**config.mk**
```make
export PLATFORM = sky130hd
export DESIGN_NAME = enhanced_clock_page_replacement_core
export DESIGN_NICKNAME = d
export VERILOG_FILES = /design/src/sv/ecpr_pkg.sv /design/src/sv/enhanced_clock_page_replacement_core.sv /design/src/sv/ecpr_cell.sv
export SDC_FILE = /design/constraint.sdc
export NUM_CORES = 1
export LEC_CHECK = 0
export BUFFER_PORTS_ARGS = -buffer_cell sky130_fd_sc_hd__buf_2
export CAP_MARGIN = 15
export CORE_MARGIN = 2
export CORE_UTILIZATION = 61
export DETAILED_ROUTE_END_ITERATION = 7
export GPL_ROUTABILITY_DRIVEN = 0
export PLACE_DENSITY = 0.84
export SETUP_SLACK_MARGIN = 0.3
export SLEW_MARGIN = 20
export SYNTH_ARGS = -nofsm -noshare
export SYNTH_HDL_FRONTEND = slang
export SYNTH_SLANG_ARGS = --single-unit
```
**constraint.sdc**
```tcl
create_clock -name clk -period 8.01 [get_ports clk]
set_clock_uncertainty 0.1 [all_clocks]
set_input_delay 1.2015 -clock clk [delete_from_list [all_inputs] [get_ports clk]]
set_output_delay 1.2015 -clock clk [all_outputs]
set_load 0.005 [all_outputs]
```
**src/sv/ecpr_pkg.sv**
```systemverilog
`timescale 1ns / 1ps

package ecpr_pkg;

    localparam int FRAMES_DEF    = 8;
    localparam int PAGE_BITS_DEF = 12;
    localparam int FAULT_W       = 16;
    localparam logic [FAULT_W-1:0] FAULT_MAX = '1;

    typedef enum logic [1:0] {
        ST_IDLE,
        ST_SCAN,
        ST_COMMIT
    } ctl_state_t;

    typedef enum logic [1:0] {
        OP_HIT,
        OP_FILL,
        OP_VICTIM
    } upd_op_t;

    typedef enum logic [1:0] {
        CLR_NONE,
        CLR_BELOW,
        CLR_ALL
    } clr_mode_t;

    // Flags that ride along with an access as it walks the frame chain
    typedef struct packed {
        logic vld;
        logic wr;
        logic hit_f;
        logic a_f;   // first frame with use 0, dirty 0 seen
        logic b_f;   // first frame with use 0, dirty 1 seen
        logic c_f;   // first clean frame seen
    } tok_flags_t;

    // Broadcast update applied to all frames at the end of an access
    typedef struct packed {
        logic      en;
        upd_op_t   op;
        clr_mode_t clr;
        logic      wr;
    } upd_ctl_t;

endpackage

```
**src/sv/enhanced_clock_page_replacement_core.sv**
```systemverilog
`timescale 1ns / 1ps

// Enhanced second-chance (clock) page replacement over FRAMES frames.
// Input channel: in_valid / in_stall carries one page access (page, is_write)
// per transaction. Output channel: out_valid / out_stall carries one result
// per access: hit, frame, evicted_valid, evicted_page, evicted_dirty and the
// saturating fault_count after the access.
// Each frame is one cell of a chain; an accepted access walks the chain one
// frame per cycle, collecting the hit match and the victim candidates, then
// the commit updates all frames at once and loads the output register.
// Only one access is in flight at a time: the next access is accepted only
// after the previous one has walked the frame chain and committed.
// in_stall is low only while the block is idle. A result waiting under
// out_stall does not block the next access; that access waits in its commit
// cycle until the output register frees up.
// Reset clears use and dirty bits, the fill count, the fault count, out_valid
// and the chain's token flags; frame tags are written before they are read.
module enhanced_clock_page_replacement_core
    import ecpr_pkg::*;
#(
    parameter int FRAMES    = FRAMES_DEF,
    parameter int PAGE_BITS = PAGE_BITS_DEF,
    localparam int IW       = (FRAMES > 1) ? $clog2(FRAMES) : 1
)
(
    input  logic                 clk,
    input  logic                 rst_n,
    input  logic                 in_valid,
    output logic                 in_stall,
    input  logic [PAGE_BITS-1:0] page,
    input  logic                 is_write,
    output logic                 out_valid,
    input  logic                 out_stall,
    output logic                 hit,
    output logic [IW-1:0]        frame,
    output logic                 evicted_valid,
    output logic [PAGE_BITS-1:0] evicted_page,
    output logic                 evicted_dirty,
    output logic [FAULT_W-1:0]   fault_count
);

    localparam int FW = $clog2(FRAMES + 1);
    localparam logic [FW-1:0] FULL = FW'(FRAMES);

    ctl_state_t           state_reg, state_next;
    logic [FW-1:0]        filled_reg, filled_next;
    logic [FAULT_W-1:0]   faults_reg, faults_next;
    logic                 accept;
    logic                 commit;

    tok_flags_t           flg_c  [FRAMES+1];
    logic [PAGE_BITS-1:0] page_c [FRAMES+1];
    logic [IW-1:0]        hidx_c [FRAMES+1];
    logic [IW-1:0]        aidx_c [FRAMES+1];
    logic [IW-1:0]        bidx_c [FRAMES+1];
    logic [IW-1:0]        cidx_c [FRAMES+1];
    logic [PAGE_BITS-1:0] atag_c [FRAMES+1];
    logic [PAGE_BITS-1:0] btag_c [FRAMES+1];
    logic [PAGE_BITS-1:0] ctag_c [FRAMES+1];
    logic [FRAMES-1:0]    live;
    logic [FRAMES-1:0]    tok_vld;

    tok_flags_t           fin_flg_reg;
    logic [PAGE_BITS-1:0] fin_page_reg;
    logic [IW-1:0]        fin_hidx_reg, fin_aidx_reg, fin_bidx_reg, fin_cidx_reg;
    logic [PAGE_BITS-1:0] fin_atag_reg, fin_btag_reg, fin_ctag_reg;

    upd_ctl_t             upd;
    logic [IW-1:0]        upd_idx;

    logic                 out_valid_reg;
    logic                 hit_reg, hit_next;
    logic [IW-1:0]        frame_reg, frame_next;
    logic                 ev_valid_reg, ev_valid_next;
    logic [PAGE_BITS-1:0] ev_page_reg, ev_page_next;
    logic                 ev_dirty_reg, ev_dirty_next;

    assign accept = in_valid && !in_stall;

    // Head of the chain: a fresh transaction with nothing found yet
    always_comb
    begin
        flg_c[0]       = '0;
        flg_c[0].vld   = accept;
        flg_c[0].wr    = is_write;
        page_c[0]      = page;
        hidx_c[0]      = '0;
        aidx_c[0]      = '0;
        bidx_c[0]      = '0;
        cidx_c[0]      = '0;
        atag_c[0]      = '0;
        btag_c[0]      = '0;
        ctag_c[0]      = '0;
    end

    genvar gi;
    generate
        for (gi = 0; gi < FRAMES; gi++)
        begin : g_cell
            assign live[gi]    = FW'(gi) < filled_reg;
            assign tok_vld[gi] = flg_c[gi+1].vld;

            ecpr_cell #(
                .FRAMES    (FRAMES),
                .PAGE_BITS (PAGE_BITS),
                .IDX       (gi)
            ) u_cell (
                .clk      (clk),
                .rst_n    (rst_n),
                .live     (live[gi]),
                .flg_in   (flg_c[gi]),
                .page_in  (page_c[gi]),
                .hidx_in  (hidx_c[gi]),
                .aidx_in  (aidx_c[gi]),
                .bidx_in  (bidx_c[gi]),
                .cidx_in  (cidx_c[gi]),
                .atag_in  (atag_c[gi]),
                .btag_in  (btag_c[gi]),
                .ctag_in  (ctag_c[gi]),
                .flg_out  (flg_c[gi+1]),
                .page_out (page_c[gi+1]),
                .hidx_out (hidx_c[gi+1]),
                .aidx_out (aidx_c[gi+1]),
                .bidx_out (bidx_c[gi+1]),
                .cidx_out (cidx_c[gi+1]),
                .atag_out (atag_c[gi+1]),
                .btag_out (btag_c[gi+1]),
                .ctag_out (ctag_c[gi+1]),
                .upd      (upd),
                .upd_idx  (upd_idx),
                .upd_page (fin_page_reg)
            );
        end
    endgenerate

    always_comb
    begin
        state_next    = state_reg;
        in_stall      = 1'b1;
        commit        = 1'b0;
        filled_next   = filled_reg;
        faults_next   = faults_reg;
        upd.en        = 1'b0;
        upd.op        = OP_HIT;
        upd.clr       = CLR_NONE;
        upd.wr        = fin_flg_reg.wr;
        upd_idx       = fin_hidx_reg;
        hit_next      = 1'b0;
        frame_next    = fin_hidx_reg;
        ev_valid_next = 1'b0;
        ev_page_next  = '0;
        ev_dirty_next = 1'b0;
        unique case (state_reg)
            ST_IDLE:
            begin
                in_stall = 1'b0;
                if (in_valid)
                    state_next = ST_SCAN;
            end
            ST_SCAN:
            begin
                if (flg_c[FRAMES].vld)
                    state_next = ST_COMMIT;
            end
            ST_COMMIT:
            begin
                if (!out_valid_reg || !out_stall)
                begin
                    commit     = 1'b1;
                    upd.en     = 1'b1;
                    state_next = ST_IDLE;
                    if (fin_flg_reg.hit_f)
                        hit_next = 1'b1;
                    else if (filled_reg != FULL)
                    begin
                        upd.op      = OP_FILL;
                        upd_idx     = filled_reg[IW-1:0];
                        filled_next = filled_reg + FW'(1);
                    end
                    else
                    begin
                        upd.op        = OP_VICTIM;
                        ev_valid_next = 1'b1;
                        if (faults_reg != FAULT_MAX)
                            faults_next = faults_reg + FAULT_W'(1);
                        // Order: clean unused, dirty unused, first clean, else frame 0
                        if (fin_flg_reg.a_f)
                        begin
                            upd_idx      = fin_aidx_reg;
                            ev_page_next = fin_atag_reg;
                        end
                        else if (fin_flg_reg.b_f)
                        begin
                            upd.clr       = CLR_BELOW;
                            upd_idx       = fin_bidx_reg;
                            ev_page_next  = fin_btag_reg;
                            ev_dirty_next = 1'b1;
                        end
                        else
                        begin
                            upd.clr       = CLR_ALL;
                            upd_idx       = fin_cidx_reg;
                            ev_page_next  = fin_ctag_reg;
                            ev_dirty_next = !fin_flg_reg.c_f;
                        end
                    end
                    frame_next = upd_idx;
                end
            end
            default:
            begin
                state_next = ST_IDLE;
            end
        endcase
    end

    always_ff @(posedge clk or negedge rst_n)
    begin
        if (!rst_n)
        begin
            state_reg     <= ST_IDLE;
            filled_reg    <= '0;
            faults_reg    <= '0;
            out_valid_reg <= 1'b0;
        end
        else
        begin
            state_reg  <= state_next;
            filled_reg <= filled_next;
            faults_reg <= faults_next;
            if (commit)
                out_valid_reg <= 1'b1;
            else if (!out_stall)
                out_valid_reg <= 1'b0;
        end
    end

    always_ff @(posedge clk)
    begin
        // Hold the finished walk until the commit cycle
        if ((state_reg == ST_SCAN) && flg_c[FRAMES].vld)
        begin
            fin_flg_reg  <= flg_c[FRAMES];
            fin_page_reg <= page_c[FRAMES];
            fin_hidx_reg <= hidx_c[FRAMES];
            fin_aidx_reg <= aidx_c[FRAMES];
            fin_bidx_reg <= bidx_c[FRAMES];
            fin_cidx_reg <= cidx_c[FRAMES];
            fin_atag_reg <= atag_c[FRAMES];
            fin_btag_reg <= btag_c[FRAMES];
            fin_ctag_reg <= ctag_c[FRAMES];
        end
        if (commit)
        begin
            hit_reg      <= hit_next;
            frame_reg    <= frame_next;
            ev_valid_reg <= ev_valid_next;
            ev_page_reg  <= ev_page_next;
            ev_dirty_reg <= ev_dirty_next;
        end
    end

    assign out_valid     = out_valid_reg;
    assign hit           = hit_reg;
    assign frame         = frame_reg;
    assign evicted_valid = ev_valid_reg;
    assign evicted_page  = ev_page_reg;
    assign evicted_dirty = ev_dirty_reg;
    assign fault_count   = faults_reg;

    a_accept_starts_scan: assert property (@(posedge clk) disable iff (!rst_n)
        accept |=> (state_reg == ST_SCAN))
        else $error("accepted transaction did not start a scan");

    a_single_token: assert property (@(posedge clk) disable iff (!rst_n)
        $onehot0(tok_vld))
        else $error("more than one access in the frame chain");

    a_token_only_in_scan: assert property (@(posedge clk) disable iff (!rst_n)
        (|tok_vld) |-> (state_reg == ST_SCAN))
        else $error("access in the frame chain outside of scan");

    a_fill_bound: assert property (@(posedge clk) disable iff (!rst_n)
        filled_reg <= FULL)
        else $error("fill count beyond frame count");

    a_evict_when_full: assert property (@(posedge clk) disable iff (!rst_n)
        (out_valid && evicted_valid) |-> (filled_reg == FULL))
        else $error("eviction reported before all frames filled");

endmodule

```
**src/sv/ecpr_cell.sv**
```systemverilog
`timescale 1ns / 1ps

module ecpr_cell
    import ecpr_pkg::*;
#(
    parameter int FRAMES    = FRAMES_DEF,
    parameter int PAGE_BITS = PAGE_BITS_DEF,
    parameter int IDX       = 0,
    localparam int IW       = (FRAMES > 1) ? $clog2(FRAMES) : 1
)
(
    input  logic                 clk,
    input  logic                 rst_n,
    input  logic                 live,
    input  tok_flags_t           flg_in,
    input  logic [PAGE_BITS-1:0] page_in,
    input  logic [IW-1:0]        hidx_in,
    input  logic [IW-1:0]        aidx_in,
    input  logic [IW-1:0]        bidx_in,
    input  logic [IW-1:0]        cidx_in,
    input  logic [PAGE_BITS-1:0] atag_in,
    input  logic [PAGE_BITS-1:0] btag_in,
    input  logic [PAGE_BITS-1:0] ctag_in,
    output tok_flags_t           flg_out,
    output logic [PAGE_BITS-1:0] page_out,
    output logic [IW-1:0]        hidx_out,
    output logic [IW-1:0]        aidx_out,
    output logic [IW-1:0]        bidx_out,
    output logic [IW-1:0]        cidx_out,
    output logic [PAGE_BITS-1:0] atag_out,
    output logic [PAGE_BITS-1:0] btag_out,
    output logic [PAGE_BITS-1:0] ctag_out,
    input  upd_ctl_t             upd,
    input  logic [IW-1:0]        upd_idx,
    input  logic [PAGE_BITS-1:0] upd_page
);

    localparam logic [IW-1:0] MY_IDX = IW'(IDX);

    logic [PAGE_BITS-1:0] tag_reg, tag_next;
    logic                 use_reg, use_next;
    logic                 dirty_reg, dirty_next;

    tok_flags_t           flg_reg, flg_next;
    logic [PAGE_BITS-1:0] page_reg;
    logic [IW-1:0]        hidx_reg, hidx_next;
    logic [IW-1:0]        aidx_reg, aidx_next;
    logic [IW-1:0]        bidx_reg, bidx_next;
    logic [IW-1:0]        cidx_reg, cidx_next;
    logic [PAGE_BITS-1:0] atag_reg, atag_next;
    logic [PAGE_BITS-1:0] btag_reg, btag_next;
    logic [PAGE_BITS-1:0] ctag_reg, ctag_next;

    // Classify this frame for the passing transaction
    always_comb
    begin
        flg_next  = flg_in;
        hidx_next = hidx_in;
        aidx_next = aidx_in;
        bidx_next = bidx_in;
        cidx_next = cidx_in;
        atag_next = atag_in;
        btag_next = btag_in;
        ctag_next = ctag_in;
        if (!flg_in.hit_f && live && (tag_reg == page_in))
        begin
            flg_next.hit_f = 1'b1;
            hidx_next      = MY_IDX;
        end
        if (!flg_in.a_f && !use_reg && !dirty_reg)
        begin
            flg_next.a_f = 1'b1;
            aidx_next    = MY_IDX;
            atag_next    = tag_reg;
        end
        if (!flg_in.b_f && !use_reg && dirty_reg)
        begin
            flg_next.b_f = 1'b1;
            bidx_next    = MY_IDX;
            btag_next    = tag_reg;
        end
        // frame 0 stands in as the fallback victim when every frame is dirty
        if (!flg_in.c_f && (!dirty_reg || (IDX == 0)))
        begin
            flg_next.c_f = !dirty_reg;
            cidx_next    = MY_IDX;
            ctag_next    = tag_reg;
        end
    end

    always_comb
    begin
        tag_next   = tag_reg;
        use_next   = use_reg;
        dirty_next = dirty_reg;
        if (upd.en)
        begin
            if ((upd.clr == CLR_ALL) || ((upd.clr == CLR_BELOW) && (MY_IDX < upd_idx)))
                use_next = 1'b0;
            if (upd_idx == MY_IDX)
            begin
                use_next = 1'b1;
                if (upd.op == OP_HIT)
                    dirty_next = dirty_reg | upd.wr;
                else
                begin
                    tag_next   = upd_page;
                    dirty_next = upd.wr;
                end
            end
        end
    end

    always_ff @(posedge clk or negedge rst_n)
    begin
        if (!rst_n)
        begin
            use_reg   <= 1'b0;
            dirty_reg <= 1'b0;
            flg_reg   <= '0;
        end
        else
        begin
            use_reg   <= use_next;
            dirty_reg <= dirty_next;
            flg_reg   <= flg_next;
        end
    end

    always_ff @(posedge clk)
    begin
        tag_reg  <= tag_next;
        page_reg <= page_in;
        hidx_reg <= hidx_next;
        aidx_reg <= aidx_next;
        bidx_reg <= bidx_next;
        cidx_reg <= cidx_next;
        atag_reg <= atag_next;
        btag_reg <= btag_next;
        ctag_reg <= ctag_next;
    end

    assign flg_out  = flg_reg;
    assign page_out = page_reg;
    assign hidx_out = hidx_reg;
    assign aidx_out = aidx_reg;
    assign bidx_out = bidx_reg;
    assign cidx_out = cidx_reg;
    assign atag_out = atag_reg;
    assign btag_out = btag_reg;
    assign ctag_out = ctag_reg;

endmodule

```
Word-level counts from Yosys, hierarchy flattened
Cells that the tools add are included.

word-level totals
  register bits = 722
  output and inout port bits = 36

operators by class
  add/subtract/negate cells = 2
  $lt $le $gt $ge = 16
  equality and inequality tests = 25
  mux-type cells = 107
  bitwise gates (word level) = 13
  reduce and logical (&&, ||, !) cells = 160

operators with widths
  cell                                                        count
  2-to-1 mux 12 bit                                           23
  equality test 12 bit                                        8
  2-to-1 mux 1 bit                                            67
  logical AND 1 bit                                           62
  logical NOT 1 bit                                           47
  AND reduction 2 bit                                         17
  AND reduction 3 bit                                         9
  2-to-1 mux 3 bit                                            6
  adder 16 x 1 -> 16 bit (second input constant)              1
  less-than comparator 3 x 4 -> 1 bit (first input constant)  4
  inequality test 16 bit (second input constant)              1
  nonzero test 2 bit                                          8
  2-to-1 mux 2 bit                                            7
  equality test 3 bit (second input constant)                 4
  less-than comparator 3 bit (first input constant)           4
  2-to-1 mux 5 bit                                            2
  logical OR 1 bit                                            9
  less-than comparator 1 x 4 -> 1 bit (first input constant)  2
  less-than comparator 2 x 4 -> 1 bit (first input constant)  2
  OR 1 bit                                                    8
  equality test 3 x 2 -> 1 bit (second input constant)        2
  less-than comparator 1 x 3 -> 1 bit (first input constant)  2
  less-than comparator 2 x 3 -> 1 bit (first input constant)  2
  case mux 2 bit (3 select lines)                             1
  16 further kinds                                            25

Longest topological paths before layout
  word-level depth = 11
  gate-level depth with buffers = 8
  mapped depth without buffers = 8

Modules after synthesis
From an unflattened synthesis, not the netlist that was laid out.

second synthesis, totals
  cells, all modules = 1611
  area, all modules = 24661.2 sq um

by module, submodules not included
  module                                times used  cells each  area an instance (sq um)
  ecpr_cell at g_cell[2].u_cell ...     2           165         2551.2
  enhanced_clock_page_replacement_core  1           289         4265.3
  ecpr_cell at g_cell[3].u_cell         1           167         2565.0
  ecpr_cell at g_cell[6].u_cell         1           166         2563.7
  ecpr_cell at g_cell[5].u_cell         1           166         2556.2
  ecpr_cell at g_cell[7].u_cell         1           164         2539.9
  ecpr_cell at g_cell[0].u_cell         1           163         2536.2
  ecpr_cell at g_cell[1].u_cell         1           166         2532.4

Least setup slack after synthesis
Ideal clock, no wire load.

  kind = flip-flop to flip-flop
  start = register state_reg[0]
  end = register fin_aidx_reg[0] (enable)
  library setup time = 0.584 ns
  data arrival time = 5.227 ns
  required time = 7.326 ns
  path slack = 2.099 ns
  cell stages (with the launch flop) = 2
  buffers on the path = 0
  period minus slack after synthesis = 5.911 ns
  cells stage by stage = dfrtp_1 -> nor3b_1

between the ends
  word-level cells in the longest chain between the ends = 2

RTL lines
  what                          RTL line                                     text
  start: declaration            enhanced_clock_page_replacement_core.sv:45   ctl_state_t state_reg, state_next;
  start signal: assignment      enhanced_clock_page_replacement_core.sv:228  state_reg <= state_next;
  equality test 2 x 1 -> 1 bit  enhanced_clock_page_replacement_core.sv:241  if ((state_reg == ST_SCAN) && flg_c[FRAMES].vld)
  logical AND 1 bit             enhanced_clock_page_replacement_core.sv:241
  end signal: assignment        enhanced_clock_page_replacement_core.sv:246  fin_aidx_reg <= aidx_c[FRAMES];
  end: declaration              enhanced_clock_page_replacement_core.sv:65   logic [IW-1:0] fin_hidx_reg, fin_aidx_reg, fin_bidx_reg, fin_cidx_reg;

No other way between the ends.
A chain may end at the register's enable or synchronous reset.

Worst setup path after layout
  start = register fin_flg_reg[1] (netlist name)
  end = register g_cell[4].u_cell.tag_reg[2] (enable)

between the ends
  word-level cells in the longest chain between the ends = 8

RTL lines
  what                           RTL line                                     text
  start: declaration             enhanced_clock_page_replacement_core.sv:63   tok_flags_t fin_flg_reg;
  start signal: assignment       enhanced_clock_page_replacement_core.sv:243  fin_flg_reg <= flg_c[FRAMES];
  2-to-1 mux 3 bit               enhanced_clock_page_replacement_core.sv:192  else if (fin_flg_reg.b_f)
  2-to-1 mux 3 bit               enhanced_clock_page_replacement_core.sv:187  if (fin_flg_reg.a_f)
  2-to-1 mux 3 bit               enhanced_clock_page_replacement_core.sv:174  else if (filled_reg != FULL)
  2-to-1 mux 3 bit               enhanced_clock_page_replacement_core.sv:172  if (fin_flg_reg.hit_f)
  2-to-1 mux 3 bit               enhanced_clock_page_replacement_core.sv:167  if (!out_valid_reg || !out_stall)
  2-to-1 mux 3 bit               enhanced_clock_page_replacement_core.sv:153  unique case (state_reg)
  equality test 3 bit            ecpr_cell.sv:100                             if (upd_idx == MY_IDX)
  AND reduction 3 bit (no line)  --
  end signal: assignment         ecpr_cell.sv:132                             tag_reg <= tag_next;
  end: declaration               ecpr_cell.sv:40                              logic [PAGE_BITS-1:0] tag_reg, tag_next;

No other way between the ends.

==> flow_metrics.env <==
export IMPL_status="finished clean"
export IMPL_clkTransAtPathRegs_ps=60
export IMPL_hold_buffers=0
export IMPL_cp_data_required_time_ps=8090
export IMPL_vias=11645
export IMPL_min_to="g_cell[2].u_cell.flg_out[4]"
export IMPL_end_kind="flip-flop"
export IMPL_die_x_um=198
export IMPL_area_growth_pct=13.1
export IMPL_antenna_cells=0
export IMPL_synthFlopType="dfxtp_1"
export IMPL_synth_edff_count=179
export IMPL_synth_commonest_cells="dfxtp_1 (452), mux2_2 (256), edfxtp_1 (179), dfrtp_1 (87), xor2_1 (75)"
export IMPL_yosys_top_cells_area="dfxtp_1 (39%), edfxtp_1 (23%), mux2_2 (13%)"
export IMPL_synth_top_area_share_pct=39.4
export IMPL_cap_violations=0
export IMPL_hold_viol_final=0
export IMPL_fin_ws_ps=4560
export IMPL_clock_path_buffers=3
export IMPL_crit_arrival_ps=3530
export IMPL_cts_tree="done"
export IMPL_worstRegToRegCells=6
export IMPL_p_switching_w=0.00189
export IMPL_clock_sinks=718
export IMPL_power_frac_seq_pct=55.1
export IMPL_gr_usage_all_layers_pct=23.5
export IMPL_power_density_nw_per_um2=317
export IMPL_die_h_um=198
export IMPL_avgViaCountPerCell=5.36
export IMPL_swShare_pct=22.9
export IMPL_r2r_setup_slack_ps=4560
export IMPL_p_leak_nw=10.4
export IMPL_power_internal_w=0.00636
export IMPL_drtAntennaViolNets=0
export IMPL_dr_pass1_iters=5
export IMPL_power_frac_comb_pct=9.1
export IMPL_syn_inst=1505
export IMPL_async_reset_ff_share_pct=12.1
export IMPL_min_path_cells=0
export IMPL_overflow=0
export IMPL_period_share_pct=43.0
export IMPL_grt_setup_unrepaired="false"
export IMPL_ys_seq_area_share_pct=72.3
export IMPL_drc=0
export IMPL_cts_root_buffer="clkbuf_16"
export IMPL_synth_area_um2=23000
export IMPL_layout_nets=1628
export IMPL_synth_seq_cells=718
export IMPL_dieArea_um2=39200
export IMPL_fillers=2327
export IMPL_synth_top_cell_by_area="dfxtp_1"
export IMPL_grt_pass1_wl_um=69500
export IMPL_hp_class="reg2reg"
export IMPL_timing_rr_end="g_cell[4].u_cell.tag_reg[2]"
export IMPL_pin_count=53
export IMPL_cts_resized=0
export IMPL_tightestPinTransition_ps=1100
export IMPL_yosysMostFrequentCell="dfxtp_1"
export IMPL_power_frac_clock_pct=35.8
export IMPL_fmax_ghz=0.290
export IMPL_tns_ps=0
export IMPL_routed_wl_um=44900
export IMPL_path_max_fanout=20
export IMPL_post_cts_setup_buffers=0
export IMPL_avgRoutedWirePerCell_um=20.6
export IMPL_synth_net_count=1525
export IMPL_first_iter_violations=861
export IMPL_startpoint_type="flip-flop"
export IMPL_antenna_found_initial=0
export IMPL_vdd_drop_max_mv=0.153
export IMPL_drive_gt1_share_pct=28.9
export IMPL_cts_made_buffers=66
export IMPL_preCtsSetupSlack_ps=4100
export IMPL_setup_viol=0
export IMPL_avgSynthCellArea_um2=15.3
export IMPL_cts_htree_levels=3
export IMPL_min_period_ps=3450
export IMPL_grt_max_degree=71
export IMPL_numPortBuffers=52
export IMPL_timing_rr_start="fin_flg_reg[1]"
export IMPL_yosysWarnings=0
export IMPL_initial_utilization_pct=61.4
export IMPL_num_rows=71
export IMPL_placeableCoreArea_um2=37400
export IMPL_crit_type="reg2reg"
export IMPL_final_max_slew_viol_count=0
export IMPL_clk_latency_ps=570
export IMPL_slew_headroom_pct=26.9
export IMPL_hold_path_startpoint="g_cell[1].u_cell.flg_out[4]"
export IMPL_grt_pass1_vias=12145
export IMPL_dp_hpwl_um=30900
export IMPL_synth_cell_types=64
[how the worst max path moves through the flow]
stage / end / cells past startpoint / from / slack, ps
6_report: g_cell[4].u_cell.tag_reg[2] / 6 / fin_flg_reg[1] / 4560
5_1_grt: g_cell[4].u_cell.tag_reg[2] / 6 / fin_flg_reg[1] / 4360
4_1_cts: g_cell[1].u_cell.tag_reg[5] / 6 / fin_flg_reg[1] / 4260
3_5_place_dp: g_cell[1].u_cell.tag_reg[10] / 7 / out_stall / 4100
3_3_place_gp: g_cell[0].u_cell.tag_reg[4] / 7 / out_stall / 4110
2_1_floorplan: fin_aidx_reg[0] / 1 / state_reg[0] / 2100
[stage by stage]
step | area [um2] | hold slack [ps] | total power, W | instances | util [%]
finish | 26000 | 238 | 0.00825 | 2173 | 69.5
global route | 26000 | 242 | 0.00855 | 2173 | 69.5
CTS | 26000 | 235 | 0.00829 | 2173 | 69.4
detailed placement | 23900 | 235 | 0.00533 | 2051 | 63.9
global placement | 23900 | 235 | 0.00528 | 2051 | 63.9
floorplan | 23000 | 231 | 0.00505 | 1505 | -
[power groups by stage]
stage / Sequential [W] / Combinational (W) / Clock, W
CTS: 0.00454 / 0.000745 / 0.00300
detailed placement: 0.00461 / 0.000723 / 0
finish: 0.00455 / 0.000748 / 0.00295
floorplan: 0.00450 / 0.000559 / 0
global route: 0.00459 / 0.000808 / 0.00315
global placement: 0.00458 / 0.000704 / 0
[critical path, cell delays in order, from the launching register on]
cell and delay, ps:
edfxtp_1 980, mux2_2 410, o211ai_1 170, a31oi_1 150, buf_4 230, nand2b_1 210
nor2_1 810
[cells by family (layout without fill, tap and decap cells)]
kind of cell / Yosys count / in the layout / synth area share (%)
flip-flops: 718 / 718 / 72.3
AO/OA/AOI/OAI: 65 / 65 / 2.14
AND/OR/NAND/NOR: 282 / 282 / 6.91
buffers and inverters: 54 / 211 / 1.04
XOR/XNOR: 113 / 113 / 4.31
multiplexers: 270 / 270 / 13.2
adder cells (fa/ha/maj): 3 / 3 / 0.163
[per-layer routing]
metal  global-route usage (%)  wire length (um)
met5                        0                 0
met4                     10.6              1670
met3                     3.59              1990
met2                     40.6             22600
met1                     29.4             18600
[layout by cell type (no fill, tap or decap), drive strengths merged, types with 24 or more instances in the layout]
cell type,count
and2,33
nor2,58
nand2b,37
buf,70
or2,32
nor3,24
dfrtp,87
clkbuf,89
xor2,75
edfxtp,179
inv,24
xnor2,38
dfxtp,452
mux2,256
[area by class of cell]
type / instances / area [um2] / share of cell area [%]
Sequential cell: 718 / 16600 / 63.9
Multi-Input combinational cell: 733 / 6210 / 23.9
Clock buffer: 89 / 1800 / 6.93
Tap cell: 511 / 639 / 2.46
Timing Repair Buffer: 70 / 398 / 1.53
Clock inverter: 33 / 262 / 1.01
Inverter: 19 / 73.8 / 0.284
Power figures use the tool's default switching activity.
